### src/rtl/swpt_pkg.sv
package swpt_pkg;

  localparam int WINDOW_DEF = 240;

  localparam int SAMPLE_W = 24;
  localparam int HYST_W   = 7;
  localparam int NEED_W   = 8;
  localparam int TICK_W   = 8;
  localparam int FILL_W   = 7;
  localparam int CFG_IDX_W = 3;

  localparam logic [SAMPLE_W-1:0] MIN_THR_RST = 24'd1500;
  localparam logic [SAMPLE_W-1:0] MAX_THR_RST = 24'd80000;
  localparam logic [SAMPLE_W-1:0] HELD_RST    = 24'd1500;
  localparam logic [HYST_W-1:0]   HYST_RST    = 7'd6;
  localparam logic [NEED_W-1:0]   NEED_RST    = 8'd60;
  localparam logic [TICK_W-1:0]   ADAPT_RST   = 8'd8;
  localparam logic [FILL_W-1:0]   FILL_CAP    = 7'd100;

  typedef enum logic [CFG_IDX_W-1:0] {
    REG_AUTO_ON  = 3'd0,
    REG_MIN_THR  = 3'd1,
    REG_MAX_THR  = 3'd2,
    REG_HYST     = 3'd3,
    REG_NEED     = 3'd4,
    REG_ADAPT    = 3'd5
  } cfg_reg_t;

  typedef enum logic [1:0] {
    ST_AUTO_OFF = 2'd0,
    ST_NO_FEED  = 2'd1,
    ST_LEARNING = 2'd2,
    ST_ADAPTING = 2'd3
  } status_t;

endpackage

### src/rtl/swpt_cell.sv
module swpt_cell
  import swpt_pkg::*;
(
  input  logic                clk,
  input  logic                shift,
  input  logic [SAMPLE_W-1:0] d,
  output logic [SAMPLE_W-1:0] q
);

  logic [SAMPLE_W-1:0] q_r;

  always_ff @(posedge clk) begin
    if (shift) begin
      q_r <= d;
    end
  end

  assign q = q_r;

endmodule

### src/rtl/swpt_div.sv
module swpt_div
  import swpt_pkg::*;
#(
  parameter int DW = 15
)
(
  input  logic              clk,
  input  logic              rst_n,
  input  logic              start,
  input  logic [DW-1:0]     dividend,
  input  logic [NEED_W-1:0] divisor,
  output logic              done,
  output logic [DW-1:0]     quot
);

  localparam int SW = $clog2(DW + 1);

  logic [NEED_W:0]   rem_r, rem_nxt;
  logic [DW-1:0]     sh_r, sh_nxt;
  logic [NEED_W-1:0] dv_r;
  logic [SW-1:0]     cnt_r, cnt_nxt;
  logic              busy_r, busy_nxt;
  logic              done_r, done_nxt;
  logic [NEED_W+1:0] trial;

  always_comb begin
    rem_nxt  = rem_r;
    sh_nxt   = sh_r;
    cnt_nxt  = cnt_r;
    busy_nxt = busy_r;
    done_nxt = 1'b0;
    trial    = {rem_r, sh_r[DW-1]};
    if (start) begin
      rem_nxt  = '0;
      sh_nxt   = dividend;
      cnt_nxt  = SW'(DW);
      busy_nxt = 1'b1;
    end else if (busy_r) begin
      if (trial >= {2'b00, dv_r}) begin
        rem_nxt = (NEED_W+1)'(trial - {2'b00, dv_r});
        sh_nxt  = {sh_r[DW-2:0], 1'b1};
      end else begin
        rem_nxt = trial[NEED_W:0];
        sh_nxt  = {sh_r[DW-2:0], 1'b0};
      end
      cnt_nxt = cnt_r - 1'b1;
      if (cnt_r == SW'(1)) begin
        busy_nxt = 1'b0;
        done_nxt = 1'b1;
      end
    end
  end

  always_ff @(posedge clk) begin
    if (!rst_n) begin
      busy_r <= 1'b0;
      done_r <= 1'b0;
      cnt_r  <= '0;
    end else begin
      busy_r <= busy_nxt;
      done_r <= done_nxt;
      cnt_r  <= cnt_nxt;
    end
  end

  always_ff @(posedge clk) begin
    rem_r <= rem_nxt;
    sh_r  <= sh_nxt;
    if (start) begin
      dv_r <= divisor;
    end
  end

  assign done = done_r;
  assign quot = sh_r;

endmodule

### src/rtl/sliding_window_percentile_threshold_unit.sv
// channel | dir | tdata (low bit up)                         | tuser (low bit up)
// in_     | in  | move_sample[23:0]                          | feed_live, rebaseline
// out_    | out | fill_level[6:0] baseline[30:7] thr[54:31]  | status[1:0] live pushed
// cfg_    | in  | cfg_wdata[23:0] at cfg_index               | -
// Non-evaluating tick: the sequencer stays idle. Evaluating tick: the fill divider
// runs DW = clog2(WINDOW*100+1) steps (15 at 240), then the result is offered; when
// adapting, rank select (n+1 ring turns, n = window count) and CALC1, CALC2 come between.
// Reset is synchronous; the sample cells hold no reset and are read only once written.
// Input is taken only when the sequencer is idle; a pending result stalls the sequencer.
module sliding_window_percentile_threshold_unit
  import swpt_pkg::*;
#(
  parameter int WINDOW = WINDOW_DEF
)
(
  input  logic                 clk,
  input  logic                 rst_n,
  input  logic                 in_tvalid,
  output logic                 in_tready,
  input  logic [23:0]          in_tdata,   // move_sample
  input  logic [1:0]           in_tuser,   // feed_live, rebaseline
  output logic                 out_tvalid,
  input  logic                 out_tready,
  output logic [55:0]          out_tdata,  // fill_level, baseline, threshold, pad
  output logic [3:0]           out_tuser,  // status[1:0], live_flag, pushed
  input  logic                 cfg_wr_en,
  input  logic [CFG_IDX_W-1:0] cfg_index,
  input  logic [SAMPLE_W-1:0]  cfg_wdata
);

  localparam int CW = $clog2(WINDOW + 1);
  localparam int SW = $clog2(WINDOW);
  localparam int DW = $clog2(WINDOW * 100 + 1);
  localparam int MW = CW + 4 + 17;

  typedef enum logic [6:0] {
    S_IDLE  = 7'b0000001,
    S_DIV   = 7'b0000010,
    S_WAIT  = 7'b0000100,
    S_RANK  = 7'b0001000,
    S_CALC1 = 7'b0010000,
    S_CALC2 = 7'b0100000,
    S_OUT   = 7'b1000000
  } state_t;

  state_t state_r, state_nxt;

  logic                auto_r;
  logic [SAMPLE_W-1:0] min_r, max_r;
  logic [HYST_W-1:0]   hyst_r;
  logic [NEED_W-1:0]   need_r;
  logic [TICK_W-1:0]   adapt_r;

  logic [CW-1:0]       count_r, count_nxt;
  logic [TICK_W-1:0]   tick_r, tick_nxt;
  logic [SAMPLE_W-1:0] held_r, median_r;
  logic                pushed_once_r;

  logic                live_r;
  logic [1:0]          st_r;
  logic [FILL_W-1:0]   fill_r;
  logic                push_r;

  logic                out_vld_r;
  logic [FILL_W-1:0]   o_fill_r;
  logic [SAMPLE_W-1:0] o_base_r, o_thr_r;
  logic [1:0]          o_st_r;
  logic                o_live_r, o_push_r;

  logic [SW-1:0]       step_r;
  logic [CW-1:0]       nidx_r;
  logic [SAMPLE_W-1:0] cand_r, ncand_r, ncand_f;
  logic                cand_vld_r;
  logic [CW-1:0]       below_r, upto_r, below_f, upto_f;
  logic [CW-1:0]       r50_r, r90_r;
  logic [SAMPLE_W-1:0] p50_r, p90_r;
  logic                f50_r, f90_r;
  logic [SAMPLE_W-1:0] thr_r;

  logic                accept, live_in, rebase_in, eval;
  logic [CW-1:0]       base_cnt;
  logic [TICK_W-1:0]   tick_inc;
  logic                shift_en;
  logic [SAMPLE_W-1:0] chain_d [WINDOW];
  logic [SAMPLE_W-1:0] chain_q [WINDOW];
  logic [SAMPLE_W-1:0] tap;
  logic [SW-1:0]       tap_idx;
  logic                tap_vld;
  logic                div_done;
  logic [DW-1:0]       div_quot;
  logic [DW-1:0]       div_dividend;
  logic [NEED_W-1:0]   need_eff;
  logic [MW-1:0]       r90_prod;
  logic [SAMPLE_W+1:0] thr_raw;
  logic [SAMPLE_W-1:0] thr_clamp, delta;
  logic [SAMPLE_W+7:0] lhs, rhs;
  logic                out_free;

  assign accept    = in_tvalid && in_tready;
  assign in_tready = (state_r == S_IDLE);
  assign live_in   = in_tuser[0];
  assign rebase_in = in_tuser[1];
  assign out_free  = !out_vld_r || out_tready;

  assign base_cnt = rebase_in ? '0 : count_r;
  always_comb begin
    count_nxt = base_cnt;
    if (live_in && (base_cnt < CW'(WINDOW))) begin
      count_nxt = base_cnt + 1'b1;
    end
  end
  assign tick_inc = tick_r + 1'b1;
  assign eval     = !(tick_inc < adapt_r);

  // cell ring: shifts in a live sample, or rotates tail to head during rank search
  assign tap      = chain_q[WINDOW-1];
  assign shift_en = (accept && live_in) || (state_r == S_RANK);
  assign chain_d[0] = (state_r == S_RANK) ? tap : in_tdata;

  genvar g;
  generate
    for (g = 1; g < WINDOW; g++) begin : g_link
      assign chain_d[g] = chain_q[g-1];
    end
    for (g = 0; g < WINDOW; g++) begin : g_cell
      swpt_cell u_cell (
        .clk   (clk),
        .shift (shift_en),
        .d     (chain_d[g]),
        .q     (chain_q[g])
      );
    end
  endgenerate

  assign need_eff     = (need_r == '0) ? NEED_W'(1) : need_r;
  assign div_dividend = DW'(count_nxt * 7'd100);

  swpt_div #(.DW(DW)) u_div (
    .clk      (clk),
    .rst_n    (rst_n),
    .start    (accept && eval),
    .dividend (div_dividend),
    .divisor  (need_eff),
    .done     (div_done),
    .quot     (div_quot)
  );

  // rank search: tap shows the sample of age WINDOW-1-step
  assign tap_idx = SW'(WINDOW - 1) - step_r;
  assign tap_vld = CW'(tap_idx) < count_r;
  always_comb begin
    below_f = below_r;
    upto_f  = upto_r;
    if (cand_vld_r && tap_vld) begin
      below_f = below_r + CW'(tap < cand_r);
      upto_f  = upto_r + CW'(tap <= cand_r);
    end
    ncand_f = (CW'(tap_idx) == nidx_r) ? tap : ncand_r;
  end

  // n*9/10 through a reciprocal, exact for this range
  assign r90_prod = MW'((count_r * 4'd9) * 17'd52429);

  assign thr_raw = {2'b00, p90_r} + {1'b0, (p90_r - p50_r), 1'b0};
  always_comb begin
    thr_clamp = thr_raw[SAMPLE_W-1:0];
    if (thr_raw < {2'b00, min_r}) thr_clamp = min_r;
    if (thr_clamp > max_r || thr_raw[SAMPLE_W+1:SAMPLE_W] != 2'b00) thr_clamp = max_r;
    if (thr_raw < {2'b00, min_r} && min_r <= max_r) thr_clamp = min_r;
  end

  assign delta = (thr_r > held_r) ? thr_r - held_r : held_r - thr_r;
  assign lhs   = (SAMPLE_W+8)'(delta * 7'd100);
  assign rhs   = (SAMPLE_W+8)'(held_r * hyst_r);

  always_comb begin
    state_nxt = state_r;
    unique case (state_r)
      S_IDLE:  if (accept && eval) state_nxt = S_DIV;
      S_DIV:   if (div_done) begin
        if (!auto_r || !live_r || (32'(count_r) < 32'(need_r)))
          state_nxt = S_OUT;
        else
          state_nxt = S_RANK;
      end
      S_WAIT:  state_nxt = S_RANK;
      S_RANK:  if (step_r == SW'(WINDOW - 1) && nidx_r >= count_r) state_nxt = S_CALC1;
      S_CALC1: state_nxt = S_CALC2;
      S_CALC2: state_nxt = S_OUT;
      S_OUT:   if (out_free) state_nxt = S_IDLE;
      default: state_nxt = S_IDLE;
    endcase
  end

  always_ff @(posedge clk) begin
    if (!rst_n) begin
      state_r       <= S_IDLE;
      auto_r        <= 1'b1;
      min_r         <= MIN_THR_RST;
      max_r         <= MAX_THR_RST;
      hyst_r        <= HYST_RST;
      need_r        <= NEED_RST;
      adapt_r       <= ADAPT_RST;
      count_r       <= '0;
      tick_r        <= '0;
      held_r        <= HELD_RST;
      median_r      <= '0;
      pushed_once_r <= 1'b0;
      out_vld_r     <= 1'b0;
    end else begin
      state_r <= state_nxt;
      if (cfg_wr_en) begin
        unique case (cfg_index)
          REG_AUTO_ON: auto_r  <= cfg_wdata[0];
          REG_MIN_THR: min_r   <= cfg_wdata;
          REG_MAX_THR: max_r   <= cfg_wdata;
          REG_HYST:    hyst_r  <= cfg_wdata[HYST_W-1:0];
          REG_NEED:    need_r  <= cfg_wdata[NEED_W-1:0];
          REG_ADAPT:   adapt_r <= cfg_wdata[TICK_W-1:0];
          default: ;
        endcase
      end
      if (accept) begin
        count_r <= count_nxt;
        tick_r  <= eval ? '0 : tick_inc;
        if (rebase_in) pushed_once_r <= 1'b0;
      end
      if (state_r == S_CALC1) median_r <= p50_r;
      if (state_r == S_CALC2 && (!pushed_once_r || lhs > rhs)) begin
        pushed_once_r <= 1'b1;
        held_r        <= thr_r;
      end
      if (state_r == S_OUT && out_free) out_vld_r <= 1'b1;
      else if (out_tready)              out_vld_r <= 1'b0;
    end
  end

  always_ff @(posedge clk) begin
    if (accept && eval) begin
      live_r <= live_in;
      push_r <= 1'b0;
    end
    if (state_r == S_DIV && div_done) begin
      fill_r <= (div_quot > DW'(FILL_CAP)) ? FILL_CAP : div_quot[FILL_W-1:0];
      if (!auto_r)      st_r <= ST_AUTO_OFF;
      else if (!live_r) st_r <= ST_NO_FEED;
      else              st_r <= ST_LEARNING;
      step_r     <= '0;
      nidx_r     <= '0;
      cand_vld_r <= 1'b0;
      below_r    <= '0;
      upto_r     <= '0;
      p50_r      <= '0;
      p90_r      <= '0;
      f50_r      <= 1'b0;
      f90_r      <= 1'b0;
      r50_r      <= count_r >> 1;
      r90_r      <= CW'(r90_prod >> 19);
    end
    if (state_r == S_RANK) begin
      ncand_r <= ncand_f;
      if (step_r == SW'(WINDOW - 1)) begin
        step_r <= '0;
        if (cand_vld_r) begin
          if (!f50_r && below_f <= r50_r && r50_r < upto_f) begin
            p50_r <= cand_r;
            f50_r <= 1'b1;
          end
          if (!f90_r && below_f <= r90_r && r90_r < upto_f) begin
            p90_r <= cand_r;
            f90_r <= 1'b1;
          end
        end
        cand_r     <= ncand_f;
        cand_vld_r <= nidx_r < count_r;
        nidx_r     <= nidx_r + 1'b1;
        below_r    <= '0;
        upto_r     <= '0;
      end else begin
        step_r  <= step_r + 1'b1;
        below_r <= below_f;
        upto_r  <= upto_f;
      end
    end
    if (state_r == S_CALC1) thr_r <= thr_clamp;
    if (state_r == S_CALC2) begin
      st_r   <= ST_ADAPTING;
      push_r <= !pushed_once_r || lhs > rhs;
    end
    if (state_r == S_OUT && out_free) begin
      o_st_r   <= st_r;
      o_live_r <= live_r;
      o_fill_r <= fill_r;
      o_push_r <= push_r;
      o_base_r <= median_r;
      o_thr_r  <= held_r;
    end
  end

  assign out_tvalid = out_vld_r;
  assign out_tdata  = {1'b0, o_thr_r, o_base_r, o_fill_r};
  assign out_tuser  = {o_push_r, o_live_r, o_st_r};

endmodule

### config.mk
export PLATFORM = sky130hd
export DESIGN_NAME = sliding_window_percentile_threshold_unit
export DESIGN_NICKNAME = d
export VERILOG_FILES = /design/src/rtl/swpt_pkg.sv /design/src/rtl/swpt_cell.sv /design/src/rtl/swpt_div.sv /design/src/rtl/sliding_window_percentile_threshold_unit.sv
export SDC_FILE = /design/constraint.sdc
export NUM_CORES = 2
export LEC_CHECK = 0
export BUFFER_PORTS_ARGS = -buffer_cell sky130_fd_sc_hd__buf_2
export CORE_MARGIN = 4
export CORE_UTILIZATION = 62
export DETAILED_ROUTE_END_ITERATION = 10
export GPL_ROUTABILITY_DRIVEN = 1
export PLACE_DENSITY = 0.78
export SLEW_MARGIN = 20
export SYNTH_ARGS = -nofsm -noshare
export SYNTH_HDL_FRONTEND = slang
export SYNTH_SLANG_ARGS = --single-unit
### constraint.sdc
create_clock -name clk -period 359.3 [get_ports clk]
set_input_delay 17.965 -clock clk [delete_from_list [all_inputs] [get_ports clk]]
set_output_delay 17.965 -clock clk [all_outputs]
set_load 0.03 [all_outputs]
-- Word-level counts from Yosys, hierarchy flattened
Cells that the tools add are included.
- memory bits (writable): 0
- input port bits: 58
- memories kept: 0
- bits in read-only memories: 0
- bits in registers: 6183
- logic and storage cells: 457
- bits in latches: 0
- reductions and logical operators: 46
- shift operators: 0
- add/sub/neg operators: 13
- $mul: 5
- magnitude comparators: 19
- div/mod/pow operators: 0
- equality and inequality tests: 19
- mux-type cells: 69
- bitwise operators: 2
- operators by type and width (operator ; count):
    2-to-1 mux 24 bit ; 16
    2-to-1 mux 8 bit ; 15
    subtractor 24 bit ; 3
    case mux 7 bit (7 select lines) ; 1
    greater-than comparator 24 bit ; 2
    <= comparator 24 bit ; 2
    less-than comparator 8 bit ; 5
    2-to-1 mux 7 bit ; 5
    adder 8 x 1 -> 8 bit (second input constant) ; 4
    greater-than comparator 31 bit ; 1
    multiplier 24 x 7 -> 31 bit ; 1
    2-to-1 mux 15 bit ; 2
    multiplier 24 x 5 -> 29 bit (second input constant) ; 1
    multiplier 12 x 16 -> 27 bit (second input constant) ; 1
    adder 24 x 25 -> 26 bit ; 1
    less-than comparator 26 x 24 -> 1 bit ; 1
    2-to-1 mux 1 bit ; 25
    less-than comparator 24 bit ; 1
    adder 8 x 1 -> 8 bit ; 2
    AND reduction 2 bit ; 8
    greater-than comparator 15 x 7 -> 1 bit (second input constant) ; 1
    logical AND 1 bit ; 14
    nonzero test 2 bit ; 7
    multiplier 8 x 5 -> 13 bit (second input constant) ; 1
    35 further kinds ; 53

-- Depth between registers and ports, before layout
- word-level depth: 11
- mapped depth: 44

-- Modules after synthesis
A second synthesis with hierarchy kept.
- cells, all modules: 9988
- area, all modules: 210306.7 um^2
- by module, submodules not included (module ; instances ; seq. area each (um^2) ; cells each ; area each (um^2)):
    swpt_cell ; 240 ; 720.7 ; 24 ; 720.7
    sliding_window_percentile_threshold_unit ; 1 ; 9479.1 ; 4046 ; 35283.8
    swpt_div ; 1 ; 991.0 ; 182 ; 2057.0

-- Worst setup path before layout
Ideal clock, no wire load.
- kind: input to register
- from: input in_tvalid
- to: register g_cell[0].u_cell.q_r[0] (enable)
- data required time: 321.244 ns
- slack: 210.750 ns
- path buffers: 2
- arrival: 110.494 ns
- stages: 5
- setup time: 38.056 ns
- cells stage by stage: and2_1 clkbuf_1 clkbuf_1 nand2_1 nand2_1
- longest elaborated chain between the ends: 3
- RTL lines (item ; line ; RTL):
    start, declared ; sliding_window_percentile_threshold_unit.sv:18 ; input logic in_tvalid,
    logical AND 1 bit ; sliding_window_percentile_threshold_unit.sv:99 ; assign accept = in_tvalid && in_tready;
    logical AND 1 bit ; sliding_window_percentile_threshold_unit.sv:117 ; assign shift_en = (accept && live_in) || (state_r == S_RANK);
    logical OR 1 bit ; sliding_window_percentile_threshold_unit.sv:117 ;
    via g_cell[0].u_cell.shift ; swpt_cell.sv:5 ; input logic shift,
    end signal, assigned ; swpt_cell.sv:14 ; q_r <= d;
    end, declared ; swpt_cell.sv:10 ; logic [SAMPLE_W-1:0] q_r;
The timed path passes the listed nets, and every way through them passes these cells.
A chain may end at the register's enable or synchronous reset.

-- Worst setup path after layout
- from: input in_tvalid
- to: register g_cell[50].u_cell.q_r[10] (enable)
- longest elaborated chain between the ends: 3
- RTL lines (item ; line):
    logical AND 1 bit ; sliding_window_percentile_threshold_unit.sv:99
    logical AND 1 bit ; sliding_window_percentile_threshold_unit.sv:117
    logical OR 1 bit ; sliding_window_percentile_threshold_unit.sv:117
    via g_cell[0].u_cell.shift ; swpt_cell.sv:5
    end signal, assigned ; swpt_cell.sv:14
    end, declared ; swpt_cell.sv:10
The timed path passes the listed nets, and every way through them passes these cells.

==> impl_metrics.yaml <==
outcome:
  status: "finished clean"
drt:
  route.detailed.drc: 0
  first_pass_iters: 8
  ant_nets: 0
  drt_wl_total_mm: 403.0
  via_count: 88840
  vias_per_cell: 5.775
  wl_per_cell_um: 26.20
  dr.first_iter.drc_count: 10890
logic_synthesis:
  synth-edff-count: 5960
  synth_top_area_frac: 0.8550
  synth_ff_type: "edfxtp_1"
  yosys_warnings: 0
  synth_nets: 10570
  syn_inst: 9800
  yosys-top-cells-count: "edfxtp_1 (5960), ha_1 (535), nand2_1 (530), inv_1 (513), a21oi_1 (267)"
  ys_seq_area_frac: 0.8762
  synthesis.area_um2: 209300
  ys_types: 84
  syn_area_per_cell_um2: 21.36
  ys_ff_latch: 6182
  postSynth.asyncResetShare: 0
  synth.most_common_cell: "edfxtp_1"
  synth_top_area_cell: "edfxtp_1"
  synthTopCellsByArea: "edfxtp_1 (85%), ha_1 (3.2%), dfxtp_1 (2.1%)"
worst_hold_path:
  hold_class: "reg -> reg"
  hold_path_end: "g_cell[150].u_cell.q[6]"
  holdPathStages: 0
  hold_start: "g_cell[149].u_cell.q[6]"
timing:
  slew_headroom: 0.2175
  fin_setup_tns_ns: 0
  worstMarginPinSlew_ns: 1.174
  finClkSkew_ns: 0.06930
  rsz0062_at_grt: "false"
  fmax_mhz: 40.65
  fin_crit_ns: 24.60
  fin_crit_sh: 0.06847
  slew_violations: 0
  setup_viol_count_final: 0
  hold_violations: 0
job:
  drv_cap: 0
critical_path:
  path_buf_inv: 7
  cp-start-kind: "input pin"
  max_stage_delay_ns: 0.95
  worstReg2RegStart: "held_r[1]"
  critPathSlowestCell: "buf_4"
  reg2reg_depth: 41
  reg2reg_setup_slack_ns: 348.42
  path_class: "in -> reg"
  crit_chain: "buf_2 > and2_1 > nand2_1 > nand2_4 > buf_4 > buf_4 > buf_4 > buf_4 > buf_6 > buf_4"
  rr_endpoint: "held_r[21]"
  crit_fanout: 92
  crit_top_cell: "buf_4"
  timing.critical_path.required_ns: 359.92
  critical-path-top-delay-family: "buffers and inverters"
  worstPathArrival_ns: 25.22
  critPathCaptureType: "flip-flop"
grt:
  grt_pass1_vias: 91320
  grt-ovfl-total: 0
  grt_start_max_net_pins: 232
  grt_pass1_wl_mm: 607.3
  antenna_found_initial: 15
  grt_use_total: 0.2336
cells_and_area:
  post-route-util: 0.6951
  num-fill-cells: 19010
  nets: 11190
  syn_to_final_growth_pct: 11.68
  drive_above_1_share: 0.09938
cts:
  post_cts.repair.setup_buffers: 0
  htree_num_levels: 6
  cts_resized: 0
  clock_latency_ns: 1.03
  cts_root_buffer: "clkbuf_16"
  ctsHoldBuffers: 0
  tritoncts: "yes"
  cts.sinks: 6182
  path_clk_slew_ns: 0.07
  cts.path.max_buffers: 4
  cts_made_buffers: 566
floorplanning:
  die_area_um2: 347000
  rows: 213
  core_um2: 336300
  die_h_um: 589.1
  start_util: 0.6224
  ios: 120
  die_x_um: 589.1
placed_design:
  io_buffer_count: 118
  detailed_place_hpwl_mm: 188.0
  gp_congestion: 0.8771
pwr:
  ir_worst_vdd_mv: 0.005513
  p_per_area_nw_per_um2: 6.342
  leakage_nw: 80.80
[power by group]
| part | total [mW] | leakage (nW) | internal (mW) | switching, mW |
|---|---|---|---|---|
| clock | 0.609 | 8.72 | 0.326 | 0.282 |
| sequential | 0.838 | 57.4 | 0.824 | 0.0133 |
| combinational | 0.0362 | 14.7 | 0.00976 | 0.0264 |
[area by class of cell]
class	count	area (um2)	area share
clock buffer	687	14900	0.06375
antenna	10	25.02	0.0001070
clock inverter	316	3025	0.01294
sequential	6182	183400	0.7845
timing repair buffer	209	1464	0.006262
tap	4515	5649	0.02416
inverter	518	1946	0.008322
multi-input combinational	2945	23360	0.09991
[per-layer routing]
metal | global-route usage | part of all wire | up-vias
met1 | 0.3329 | 0.41 | 45620
li1 | - | - | 38760
met4 | 0.06263 | 0.029 | 14
met3 | 0.03691 | 0.061 | 765
met2 | 0.3844 | 0.50 | 3688
met5 | 0 | 0.00024 | -
[layout by cell type (no fill, tap or decap), types with 48 or more instances in the layout]
cell type,n
clkinv_1,116
inv_1,512
fa_1,179
clkbuf_1,106
nor2_1,186
dfxtp_1,222
buf_4,66
nand2_1,528
o21ai_0,159
xor2_1,73
nand4_1,51
ha_1,535
edfxtp_1,5960
xnor2_1,109
clkbuf_16,578
clkinv_2,84
nor2b_1,48
buf_2,118
mux2_2,50
and2_1,53
a21oi_1,267
nand3_1,99
a21o_1,92
[worst max-delay path by stage]
stage	start	endpoint	slack, ns	depth (start not counted)
final	in_tvalid	g_cell[50].u_cell.q[10]	334.70	10
after floorplan	in_tvalid	g_cell[0].u_cell.q[0]	210.75	5
after detailed placement	in_tvalid	g_cell[44].u_cell.q[7]	333.65	10
after global placement	in_tvalid	g_cell[44].u_cell.q[7]	334.10	10
after CTS	in_tvalid	g_cell[44].u_cell.q[7]	334.65	10
after global routing	in_tvalid	g_cell[56].u_cell.q[3]	334.34	10
[metrics by stage]
step / instances / hold slack (ns) / total power [mW] / area, um2 / setup slack [ns]
global placement: 14370 / 0.4004 / 0.8823 / 215800 / 334.10
global route: 15370 / 0.3682 / 1.531 / 233800 / 334.34
finish: 15380 / 0.3639 / 1.483 / 233800 / 334.70
detailed placement: 14370 / 0.4045 / 0.8858 / 215800 / 333.65
CTS: 15370 / 0.3573 / 1.494 / 233700 / 334.65
floorplan: 9800 / 0.4003 / 1.105 / 209300 / 210.75
[logic make-up (layout without fill, tap and decap cells)]
family,count (synthesis),in the layout,synth area share
compound gates,828,828,0.02543
xor+xnor,182,182,0.007615
fa+ha+maj,714,714,0.04910
buf+inv,673,1730,0.01241
flops,6182,6182,0.8762
mux,85,85,0.004363
other cells,1,11,0.00001791
simple gates,1135,1135,0.02486
[registers in the layout, indices dropped and copies added (netlist names), 8 cells and up]
| name | count |
|---|---|
| adapt_r | 8 |
| below_r | 8 |
| cand_r | 24 |
| count_r | 8 |
| g_cell.u_cell.q | 5760 |
| held_r | 24 |
| max_r | 24 |
| median_r | 24 |
| min_r | 24 |
| ncand_r | 24 |
| need_r | 8 |
| nidx_r | 8 |
| o_base_r | 24 |
| o_thr_r | 24 |
| p50_r | 24 |
| p90_r | 24 |
| r90_r | 8 |
| step_r | 8 |
| thr_r | 24 |
| tick_r | 8 |
| u_div.dv_r | 8 |
| u_div.quot | 15 |
| u_div.rem_r | 9 |
| upto_r | 8 |
[worst reg2reg max path, delay by kind of cell, from the launching register on]
kind | cells | cell delay, ns
simple gates | 10 | 1.70
xor+xnor | 2 | 0.49
fa+ha+maj | 6 | 2.40
mux | 2 | 0.65
buf+inv | 5 | 0.74
flops | 1 | 0.77
compound gates | 16 | 3.97
No activity file was read; power rests on OpenSTA's default activity.
